## src/design/chfi_pkg.sv

```systemverilog
`timescale 1ns / 1ps
// Shared types and constants for the compact hash find-or-insert block.
// No dependencies; used by the channel interfaces, the hash unit and the top level.
package chfi_pkg;
   localparam int KEY_W    = 44;
   localparam int KW_W     = 6;
   localparam int STATUS_W = 2;
   localparam int HASH_W   = 32;
   localparam logic [KW_W-1:0] KW_RESET = 6'd44;

   localparam int CHG_BIT  = 0;
   localparam int VIRG_BIT = 1;
   localparam int OCC_BIT  = 2;
   localparam int FLAG_W   = 3;

   typedef enum logic [STATUS_W-1:0] {
      ST_INSERTED = 2'd0,
      ST_FOUND    = 2'd1,
      ST_TOO_WIDE = 2'd2,
      ST_NO_ROOM  = 2'd3
   } status_type;
endpackage

```

## src/design/chfi_hash.sv

```systemverilog
`timescale 1ns / 1ps
// Registered 32-bit hash of a 44-bit key (two mixing rounds, two avalanche steps).
// Depends on chfi_pkg.
module chfi_hash (
   input  logic                          clock,
   input  logic                          reset,
   input  logic                          start,
   input  logic [chfi_pkg::KEY_W-1:0]    key,
   output logic                          done,
   output logic [chfi_pkg::HASH_W-1:0]   hash
);
   import chfi_pkg::*;

   function automatic logic [HASH_W-1:0] mix_round(logic [HASH_W-1:0] h_i,
                                                   logic [15:0] lo, logic [15:0] hi);
      logic [HASH_W-1:0] h;
      logic [HASH_W-1:0] t;
      h = h_i + {16'd0, lo};
      t = ({16'd0, hi} << 11) ^ h;
      h = (h << 16) ^ t;
      h = h + (h >> 11);
      return h;
   endfunction

   function automatic logic [HASH_W-1:0] aval_a(logic [HASH_W-1:0] h_i);
      logic [HASH_W-1:0] h;
      h = h_i ^ (h_i << 3);
      h = h + (h >> 5);
      h = h ^ (h << 4);
      return h;
   endfunction

   function automatic logic [HASH_W-1:0] aval_b(logic [HASH_W-1:0] h_i);
      logic [HASH_W-1:0] h;
      h = h_i + (h_i >> 17);
      h = h ^ (h << 25);
      h = h + (h >> 6);
      return h;
   endfunction

   logic [HASH_W-1:0] h_ff, h_in;
   logic [KEY_W-1:0]  key_ff, key_in;
   logic [1:0]        step_ff, step_in;
   logic              busy_ff, busy_in;
   logic              done_ff, done_in;

   always_comb begin
      h_in    = h_ff;
      key_in  = key_ff;
      step_in = step_ff;
      busy_in = busy_ff;
      done_in = 1'b0;
      if (start) begin
         h_in    = mix_round('0, key[15:0], key[31:16]);
         key_in  = key;
         step_in = 2'd1;
         busy_in = 1'b1;
      end else if (busy_ff) begin
         step_in = step_ff + 2'd1;
         case (step_ff)
            2'd1: h_in = mix_round(h_ff, {4'd0, key_ff[KEY_W-1:32]}, 16'd0);
            2'd2: h_in = aval_a(h_ff);
            default: begin
               h_in    = aval_b(h_ff);
               busy_in = 1'b0;
               done_in = 1'b1;
            end
         endcase
      end
   end

   always_ff @(posedge clock) begin
      if (reset) begin
         busy_ff <= 1'b0;
         done_ff <= 1'b0;
         step_ff <= 2'd0;
      end else begin
         busy_ff <= busy_in;
         done_ff <= done_in;
         step_ff <= step_in;
      end
      h_ff   <= h_in;
      key_ff <= key_in;
   end

   assign done = done_ff;
   assign hash = h_ff;
endmodule

```

## config.mk

```make
export PLATFORM = sky130hd
export DESIGN_NAME = chfi_hash
export DESIGN_NICKNAME = d
export VERILOG_FILES = /design/src/design/chfi_pkg.sv /design/src/design/chfi_hash.sv
export SDC_FILE = /design/constraint.sdc
export NUM_CORES = 1
export LEC_CHECK = 0
export ABC_AREA = 0
export BUFFER_PORTS_ARGS = -buffer_cell sky130_fd_sc_hd__buf_4
export CORE_ASPECT_RATIO = 0.5
export CORE_MARGIN = 5
export CORE_UTILIZATION = 35
export DETAILED_ROUTE_END_ITERATION = 7
export PLACE_DENSITY = 0.54
export SYNTH_ARGS = -nofsm -noshare
export SYNTH_HDL_FRONTEND = slang
export SYNTH_SLANG_ARGS = --single-unit
```

## constraint.sdc

```tcl
create_clock -name clock -period 14.8 [get_ports clock]
set_clock_uncertainty 0.2 [all_clocks]
set_input_delay 2.22 -clock clock [delete_from_list [all_inputs] [get_ports clock]]
set_output_delay 2.22 -clock clock [all_outputs]
set_load 0.005 [all_outputs]
```

After elaboration in Yosys (flattened, before gate mapping)
Index checks and enable logic that the tools add are counted.
W data, S select, Z words.
{"block": "totals", "register_bits": 80, "out_inout_bits": 33, "wordCells": 35}
{"block": "op_classes", "addsub": 7, "n_eq_ne": 2, "mux": 9, "n_bitwise": 7, "reduce_logical": 4}
{"operator": "$xor A32 B32 Y32", "n": 4}
{"operator": "$add A32 B21 Y32", "n": 2}
{"operator": "$mux W32", "n": 2}
{"operator": "$pmux W32 S2", "n": 1}
{"operator": "$add A32 B12 Y32", "n": 1}
{"operator": "$add A32 B15 Y32", "n": 1}
{"operator": "$add A32 B26 Y32", "n": 1}
{"operator": "$add A32 B27 Y32", "n": 1}
{"operator": "$xor A32 B27 Y32", "n": 1}
{"operator": "$xor A27 B16 Y27", "n": 1}
{"operator": "$mux W1", "n": 6}
{"operator": "$reduce_or A2 Y1", "n": 2}
{"operator": "$reduce_or A3 Y1", "n": 1}
{"operator": "$add A2 B1 Y2 const B", "n": 1}
{"operator": "$eq A2 B1 Y1 const B", "n": 1}
{"operator": "$eq A2 B2 Y1 const B", "n": 1}
{"operator": "$reduce_bool A2 Y1", "n": 1}
{"operator": "$not A1 Y1", "n": 1}

Depth between registers and ports, before layout
Gate-level depths: netlist of the first run.
{"block": "depth", "ltp_word": 6, "ltp_mapped": 22, "mapped_depth_nobuf": 22}

Least setup slack after synthesis of the first run
Ideal clock, no wire load.
{"block": "synth_path", "path_type": "reg-to-reg", "from": "reg h_ff[0], in the netlist hash[0]", "to": "reg h_ff[25], in the netlist hash[25] (data pin)", "setup_time_ns": 0.256, "arrival_time_ns": 4.841, "t_required_ns": 14.344, "setup_slack_ns": 9.503, "path_stages_with_launch": 20, "path_cell_list": "edfxtp_1 -> ha_1 -> fa_1 -> a21o_1 -> o2bb2ai_1 -> nor4b_2 -> or2_0 -> clkbuf_1 -> xnor2_1 -> ha_1 -> a21oi_1 -> or3b_2 -> a31oi_1 -> o311a_1 -> o21ai_0 -> a21oi_1 -> nand3_1 -> xnor2_1 -> a221o_1 -> a22o_1"}
{"block": "synth_between", "elab_chain_len": 6}
{"element": "start: declaration", "line": "chfi_hash.sv:41", "source": "logic [HASH_W-1:0] h_ff, h_in;"}
{"element": "start signal: assignment", "line": "chfi_hash.sv:82", "source": "h_ff <= h_in;"}
{"element": "$add A32 B15 Y32 (tied with other cells)", "line": "chfi_hash.sv:35", "source": "h = h_i + (h_i >> 17);"}
{"element": "$xor A32 B32 Y32 (tied with other cells)", "line": "chfi_hash.sv:36", "source": "h = h ^ (h << 25);"}
{"element": "$add A32 B26 Y32 (tied with other cells)", "line": "chfi_hash.sv:37", "source": "h = h + (h >> 6);"}
{"element": "$pmux W32 S2 *", "line": "chfi_hash.sv:60", "source": "case (step_ff)"}
{"element": "$mux W32 *", "line": "chfi_hash.sv:58", "source": "end else if (busy_ff) begin"}
{"element": "$mux W32 *", "line": "chfi_hash.sv:53", "source": "if (start) begin"}
{"element": "net h_in[25]", "line": "chfi_hash.sv:41"}
Mark *: on every way through the listed nets, which the timed path passes. The rest lies on a longest branch. The select of a mux whose other input is x is not followed.
A chain may end at the register's enable or synchronous reset.

Final worst setup path of the first run
{"block": "layout_path", "from": "reg h_ff[23], in the netlist hash[23]", "to": "reg h_ff[30], in the netlist hash[30] (data pin)"}
Same word-level chain as after synthesis.

==> results of run 1 <==
cells in the final DEF (no fill, tap or decap), drive strengths merged, types with 22 or more instances in the layout:
cell type	Yosys	routed
inv	53	54
nor3	36	36
a21oi	113	113
o21ai	76	76
nand2	92	92
xor2	105	105
nand4	22	22
a21o	54	54
edfxtp	44	44
xnor2	129	129
nor2	98	98
a221oi	28	28
buf	15	92
ha	125	125
nand3	33	33
worst register-to-register path, cell delays in order, from the launching register on:
cell	delay, ns
edfxtp_1	0.87
ha_1	0.44
a2111oi_0	0.49
nor3_1	0.12
a31oi_1	0.42
nand3b_1	0.19
and3_1	0.37
nor2_1	0.11
xor2_1	0.26
ha_1	0.36
a22o_1	0.26
nor3_1	0.18
nand3b_1	0.10
o21ai_0	0.59
o31ai_1	0.30
a221o_1	0.34
a21oi_1	0.32
nor4bb_1	0.13
xnor2_1	0.15
a221oi_1	0.29
Yosys cell counts, drive strengths merged, types with 5 or more instances:
cell	count	area, um2
xnor2	129	1130
ha	125	1560
a21oi	113	569
xor2	105	920
nor2	98	368
nand2	92	345
o21ai	76	380
a21o	54	405
inv	53	199
edfxtp	44	1320
nor3	36	180
clkbuf	35	131
nand3	33	165
a221oi	28	251
nand4	22	138
a211oi	21	163
o21a	21	158
and3	19	119
nand2b	17	106
o21bai	16	120
buf	15	98.8
a31oi	14	87.6
and2	14	92.6
or3	14	88.8
nor2b	13	81.3
o211ai	13	97.6
mux2i	9	90.1
o31ai	9	67.6
a31o	7	61.3
nand3b	7	52.6
or2	7	43.8
a2111oi	6	53.8
a21boi	6	45.0
a22o	6	52.6
fa	6	120
o221ai	6	52.6
a211o	5	43.8
a221o	5	50.1
nor3b	5	42.5
o22ai	5	31.3
path summary, 6_finish.rpt:
| kind | start | cells past startpoint | to |
|---|---|---|---|
| max reg2reg | hash[23] | 19 | hash[30] |
| min | step_ff[1] | 2 | step_ff[1] |
| min reg2reg | step_ff[1] | 2 | step_ff[1] |
| max | hash[23] | 19 | hash[30] |
registers in the layout, summed over array words and instances, names as in the netlist:
signal / cells
busy_ff: 1
done: 1
hash: 32
key_ff: 12
step_ff: 2
kinds of logic (layout without fill, tap and decap cells):
group           after synthesis  after routing  share of synthesized area [%]
compound gates              439            439                           27.5
simple gates                396            396                           18.6
xor+xnor                    238            238                           20.0
fa+ha+maj                   131            131                           15.7
buf+inv                     104            154                           4.03
flops                        48             48                           13.1
mux                          12             12                           1.15
cell type report:
class | instances | area (um2)
Tap cell | 399 | 499
Sequential cell | 48 | 1400
Clock inverter | 3 | 68.8
Inverter | 54 | 203
Timing Repair Buffer | 92 | 691
Clock buffer | 5 | 125
Multi-Input combinational cell | 1216 | 8900
Fill cell | 3150 | 18400
through the flow:
stage | area (um2) | std cells
after floorplan | 10700 | 1368
after global placement | 11700 | 1809
after detailed placement | 11700 | 1809
after CTS | 11900 | 1817
after global routing | 11900 | 1817
final | 11900 | 1817
routing by layer:
metal  up-vias  GRT usage [%]
met5         -              0
met4         4           6.99
met3        72           7.36
met2       573           34.3
met1      5431           37.3
li1       5193              -
==> metrics, run 1 <==
CTS Hold Bufs=0; Max Slew Vio Count=0; Final Hold Viols=0; FF-to-FF setup slack=approximately 8 ns; Met3 Routed Length=around 5.3 mm; vias in the first global route=a little over 10k; status=finished, final reports clean; pin count of the biggest net entering global routing=between 50 and 60; routability cong.=roughly 1.1; I/O Buffers=79; post-route ant nets=0; global-route wire length before repair=approximately 65 mm; Worst Setup End Kind=register; worst setup path class=register to register; initial antenna violation count=2; DP HPWL=approximately 37 mm; worst-case clock buffer depth=2; Post-Syn Nets=1546; Setup TNS=0 ns; maximum fanout along the worst path=13; final period utilization=~45%; Post-synth top flop=edfxtp_1; sequential area share after synthesis=roughly an eighth; maxcap violations=0; RSZ-0062 raised after global routing=no; Tmin final=around 6.7 ns; GRT Overall Usage=24.9%; slowest CP cell=edfxtp_1; cts bufs inserted=5; Netlist cell types=just over 80; initial detailed-routing violation count=1470; Buf/Inv on CP=0; CP max stage delay=0.87 ns; Yosys warning count=0; total number of vias=11.3k; Yosys reg bits=48; CTS tree=yes; # DRC=0; Congestion Overflow GR=0; Final setup viols=0; post-cts resize count=0; Worst-path clk slew=around 0.07 ns; worst rel slew slack=slightly above 40%; FFs w/ async S/R, synth=0%; Num Clock Sinks=48; crit start category=register; Critical Path AT=around 6.6 ns; top layer in use=met5; die area=roughly 34000 um2; worst-path cell chain=ha_1 > a2111oi_0 > nor3_1 > a31oi_1 > nand3b_1 > and3_1 > nor2_1 > xor2_1 > ha_1 > a22o_1 > nor3_1 > nand3b_1 > o21ai_0 > o31ai_1 > a221o_1 > a21oi_1 > nor4bb_1 > xnor2_1 > a221oi_1; Vert. Die Dim=134 um; fin util=roughly two fifths; setup slack after layout=between 8 and 9 ns; num rows=45; TritonRoute pass-1 iters=6; kind of cell adding the most delay to the critical path=compound AO/OA/AOI/OAI gates; Cells after Synth=roughly 1.4k; n_diodes=0; Worst-Skew Late Latency=roughly 0.32 ns; EDFF count, synth=44; ratio of cells with drive above 1 in the final layout=a little under a tenth; Tightest Hold Check Type=register to register; routed len/inst=about 25 um; met2 routed WL=17.5 mm; # IOs=80; die width=258 um; pre-CTS WS=8.45 ns; total setup buffers inserted after CTS=0; average size of a mapped cell=between 7 and 8 um2; Routed met1 length=21.1 mm; Slew @ Worst Pin=0.888 ns; FMAX=~150 MHz; root buf cell=clkbuf_16; worst hold slack=around 0.37 ns; H-tree depth=2; final WL=45.2 mm; initial core utilization=between 30% and 40%; cell area after synthesis=~11000 um2; Data required, critical path=~15 ns; Layout area overhead=10.7%; drt via density=roughly 6.2; Net count, final=1595; core footprint=30300 um2
Power of run 1 is not shown: default switching activity piles up to over one toggle a cycle in this logic, so the estimate is an artifact.
==> run 2: changes to the inputs <==
--- a/config.mk
+++ b/config.mk
@@ -5,13 +5,13 @@
 export SDC_FILE = /design/constraint.sdc
 export NUM_CORES = 1
 export LEC_CHECK = 0
-export ABC_AREA = 0
+export ABC_AREA = 1
 export BUFFER_PORTS_ARGS = -buffer_cell sky130_fd_sc_hd__buf_4
 export CORE_ASPECT_RATIO = 0.5
 export CORE_MARGIN = 5
 export CORE_UTILIZATION = 35
 export DETAILED_ROUTE_END_ITERATION = 7
-export PLACE_DENSITY = 0.54
+export PLACE_DENSITY = 0.56
 export SYNTH_ARGS = -nofsm -noshare
 export SYNTH_HDL_FRONTEND = slang
 export SYNTH_SLANG_ARGS = --single-unit
==> constraint.sdc (replaced) <==
create_clock -name clock -period 5.39 [get_ports clock]
set_clock_uncertainty 0.2 [all_clocks]
set_input_delay 0.8085 -clock clock [delete_from_list [all_inputs] [get_ports clock]]
set_output_delay 0.8085 -clock clock [all_outputs]
set_load 0.005 [all_outputs]
==> run 2 against run 1 <==
Net effect: routed wire length increased by 15%; critical path depth rose by 6; first-iteration DRC count shrank 5.2%; largest cell class unchanged.
==> metrics, run 2 <==
Net count, final=2206 (+38%); Worst-Skew Late Latency=0.32 ns (about the same); # DRC=0 (unchanged); Max Slew Vio Count=0 (unchanged); FFs w/ async S/R, synth=0% (unchanged); TritonRoute pass-1 iters=8 (+2); Filler Cell Count=3849 (+22%); FMAX=198 MHz (+32%); cell taking the most area after synthesis=nand2_1; RSZ-0062 raised after global routing=no; CTS tree=yes; sequential area share after synthesis=11.6% (-1.4 points); Netlist cell types=63 (-24%); crit start category=register; post-synth top area share=15.5% (+0.95 points); n_diodes=0 (unchanged); max reg flops=32 (unchanged); # IOs=80 (unchanged); Post-Syn Nets=2112 (+37%); DP HPWL=44.5 mm (+21%); Vert. Die Dim=141 um (+5.6%); die area=38500 um2 (+12%); GRT Overall Usage=26.4% (+1.5 points); largest cells by area after synthesis=nand2_1, ha_1, edfxtp_1; final period utilization=93.6% (+48 points); worst rel slew slack=31.7% (-9.1 points); final WL=52.0 mm (+15%); status=finished, final reports clean; most frequent cells in the layout=nand2_1, inv_1, a21oi_1; Final Hold Viols=0 (unchanged); pin count of the biggest net entering global routing=51 (-11%); Layout area overhead=11.3%; maximum fanout along the worst path=6 (-7); worst setup path class=register to register; routability cong.=1.01 (-4.5%); Yosys reg bits=48 (unchanged); ratio of cells with drive above 1 in the final layout=11.4% (+1.9 points); core footprint=34200 um2 (+13%); Setup TNS=0 ns (unchanged); Tightest Hold Check Type=register to register; CTS Hold Bufs=0 (unchanged); Data required, critical path=5.26 ns (-9.47 ns); num rows=48 (+6.7%); worst hold slack=0.313 ns (-0.0575 ns); Yosys warning count=0 (unchanged); H-tree depth=2 (unchanged); die width=273 um (+5.8%); cts bufs inserted=5 (unchanged); Buf/Inv on CP=3 (+3); initial antenna violation count=2 (unchanged); initial core utilization=35.3% (-0.18 points); I/O Buffers=79 (unchanged); Worst-path clk slew=0.08 ns (about the same); register area=1400 um2 (unchanged); global-route wire length before repair=77.4 mm (+18%); slowest CP cell=edfxtp_1; most common cell in the netlist=nand2_1; cell area after synthesis=12100 um2 (+12%); vias in the first global route=12.8k (+25%); Cells after Synth=1934 (+41%); Congestion Overflow GR=0 (unchanged); post-route ant nets=0 (unchanged); routed len/inst=21.0 um (-16%); Num Clock Sinks=48 (unchanged); worst-case clock buffer depth=2 (unchanged); EDFF count, synth=44 (unchanged); average size of a mapped cell=6.24 um2 (-20%); Slew @ Worst Pin=1.02 ns (+0.135 ns); Critical Path AT=4.91 ns (-1.70 ns); maxcap violations=0 (unchanged); initial detailed-routing violation count=1393 (-5.2%); Post-synth top flop=edfxtp_1; Tmin final=5.04 ns (-1.64 ns); CP max stage delay=0.60 ns (-0.27 ns); most common cell after layout, fill and taps aside=nand2_1; Post-synth top cells=nand2_1, inv_1, a21oi_1; root buf cell=clkbuf_16; Worst Setup End Kind=register; total number of vias=13.5k (+20%); area of the multi-input gates=9500 um2 (+6.8%); Final setup viols=0 (unchanged); drt via density=5.45 (-12%); kind of cell adding the most delay to the critical path=compound AO/OA/AOI/OAI gates
[run 2: cell count changes in the layout (fill, tap and decap cells not counted), sizes merged, moves of 16 or more]
cell,before,now
nor2,98,162
inv,54,243
nand3,33,163
nand2b,17,0
a21oi,113,161
a211oi,21,2
a21o,54,11
nand2,92,535
xnor2,129,42
a221oi,28,0
and3,19,0
nor3,36,20
o21ai,76,122
buf,92,119
[run 2: cells by family (layout without fill, tap and decap cells)]
family	Yosys count	after routing	synth area share [%]
buffers and inverters	279	374	9.71
xor gates and xnor gates	159	159	11.5
adders and majority gates	131	131	14.0
and+or+nand+nor	946	946	35.9
DFF	48	48	11.6
AOI/OAI and AO/OA	370	370	17.2
muxes	1	1	0.0829
[run 2: area by class of cell]
cell class | instances | share of cell area, %
timing repair buffer | 119 | 6.65
tap | 450 | 4.19
clock inverter | 2 | 0.0838
multi-input combinational | 1607 | 70.7
sequential | 48 | 10.4
clock buffer | 6 | 0.960
inverter | 247 | 6.93
[run 2: worst paths after layout]
check	start	end	slack, ns	depth (start not counted)
hold reg to reg	busy_ff	done	0.31	2
hold / removal	busy_ff	done	0.31	2
setup / recovery	hash[22]	hash[28]	0.35	25
setup reg to reg	hash[22]	hash[28]	0.35	25
[run 2: per-layer routing]
layer  share of wire, %  GRT usage [%]  vias to the layer above
li1                   -              -                     6654
met1                 45           36.3                     6181
met2                 42           41.9                      583
met3                 10           6.27                       91
met4                2.8           7.06                        2
met5              0.025              0                        -
[run 2: worst register-to-register path, stage by stage (launching register included)]
cell and delay [ns]:
edfxtp_1 0.60, ha_1 0.46, nand2_1 0.07, inv_1 0.09
nand3_1 0.08, nand2_1 0.13, a21oi_1 0.11, o21ai_0 0.31
a31oi_1 0.21, o22ai_1 0.23, xor2_2 0.26, ha_1 0.35
a21oi_1 0.27, inv_1 0.07, a21oi_1 0.18, o21ai_0 0.11
nand3_1 0.07, o311ai_0 0.14, a21oi_1 0.30, inv_1 0.10
nand3_1 0.10, a21oi_1 0.06, o21ai_0 0.10, nand2_1 0.08
nand2_1 0.07, nand2_1 0.06
[run 2: stage by stage]
stage                     utilization, %  cell area, um2  instances  setup slack (ns)
after floorplan                        -           12100       1934              1.22
after global placement              38.7           13200       2466             0.278
after detailed placement            38.7           13200       2466             0.309
after CTS                           39.1           13400       2474             0.275
after global routing                39.2           13400       2479            0.0217
final                               39.2           13400       2479             0.348
[run 2: timing repair]
item	in CTS	in global routing
setup endpoints to repair	0	3
resized for setup	0	1
setup buffers	0	5
Power of run 2 is left out for the same reason.
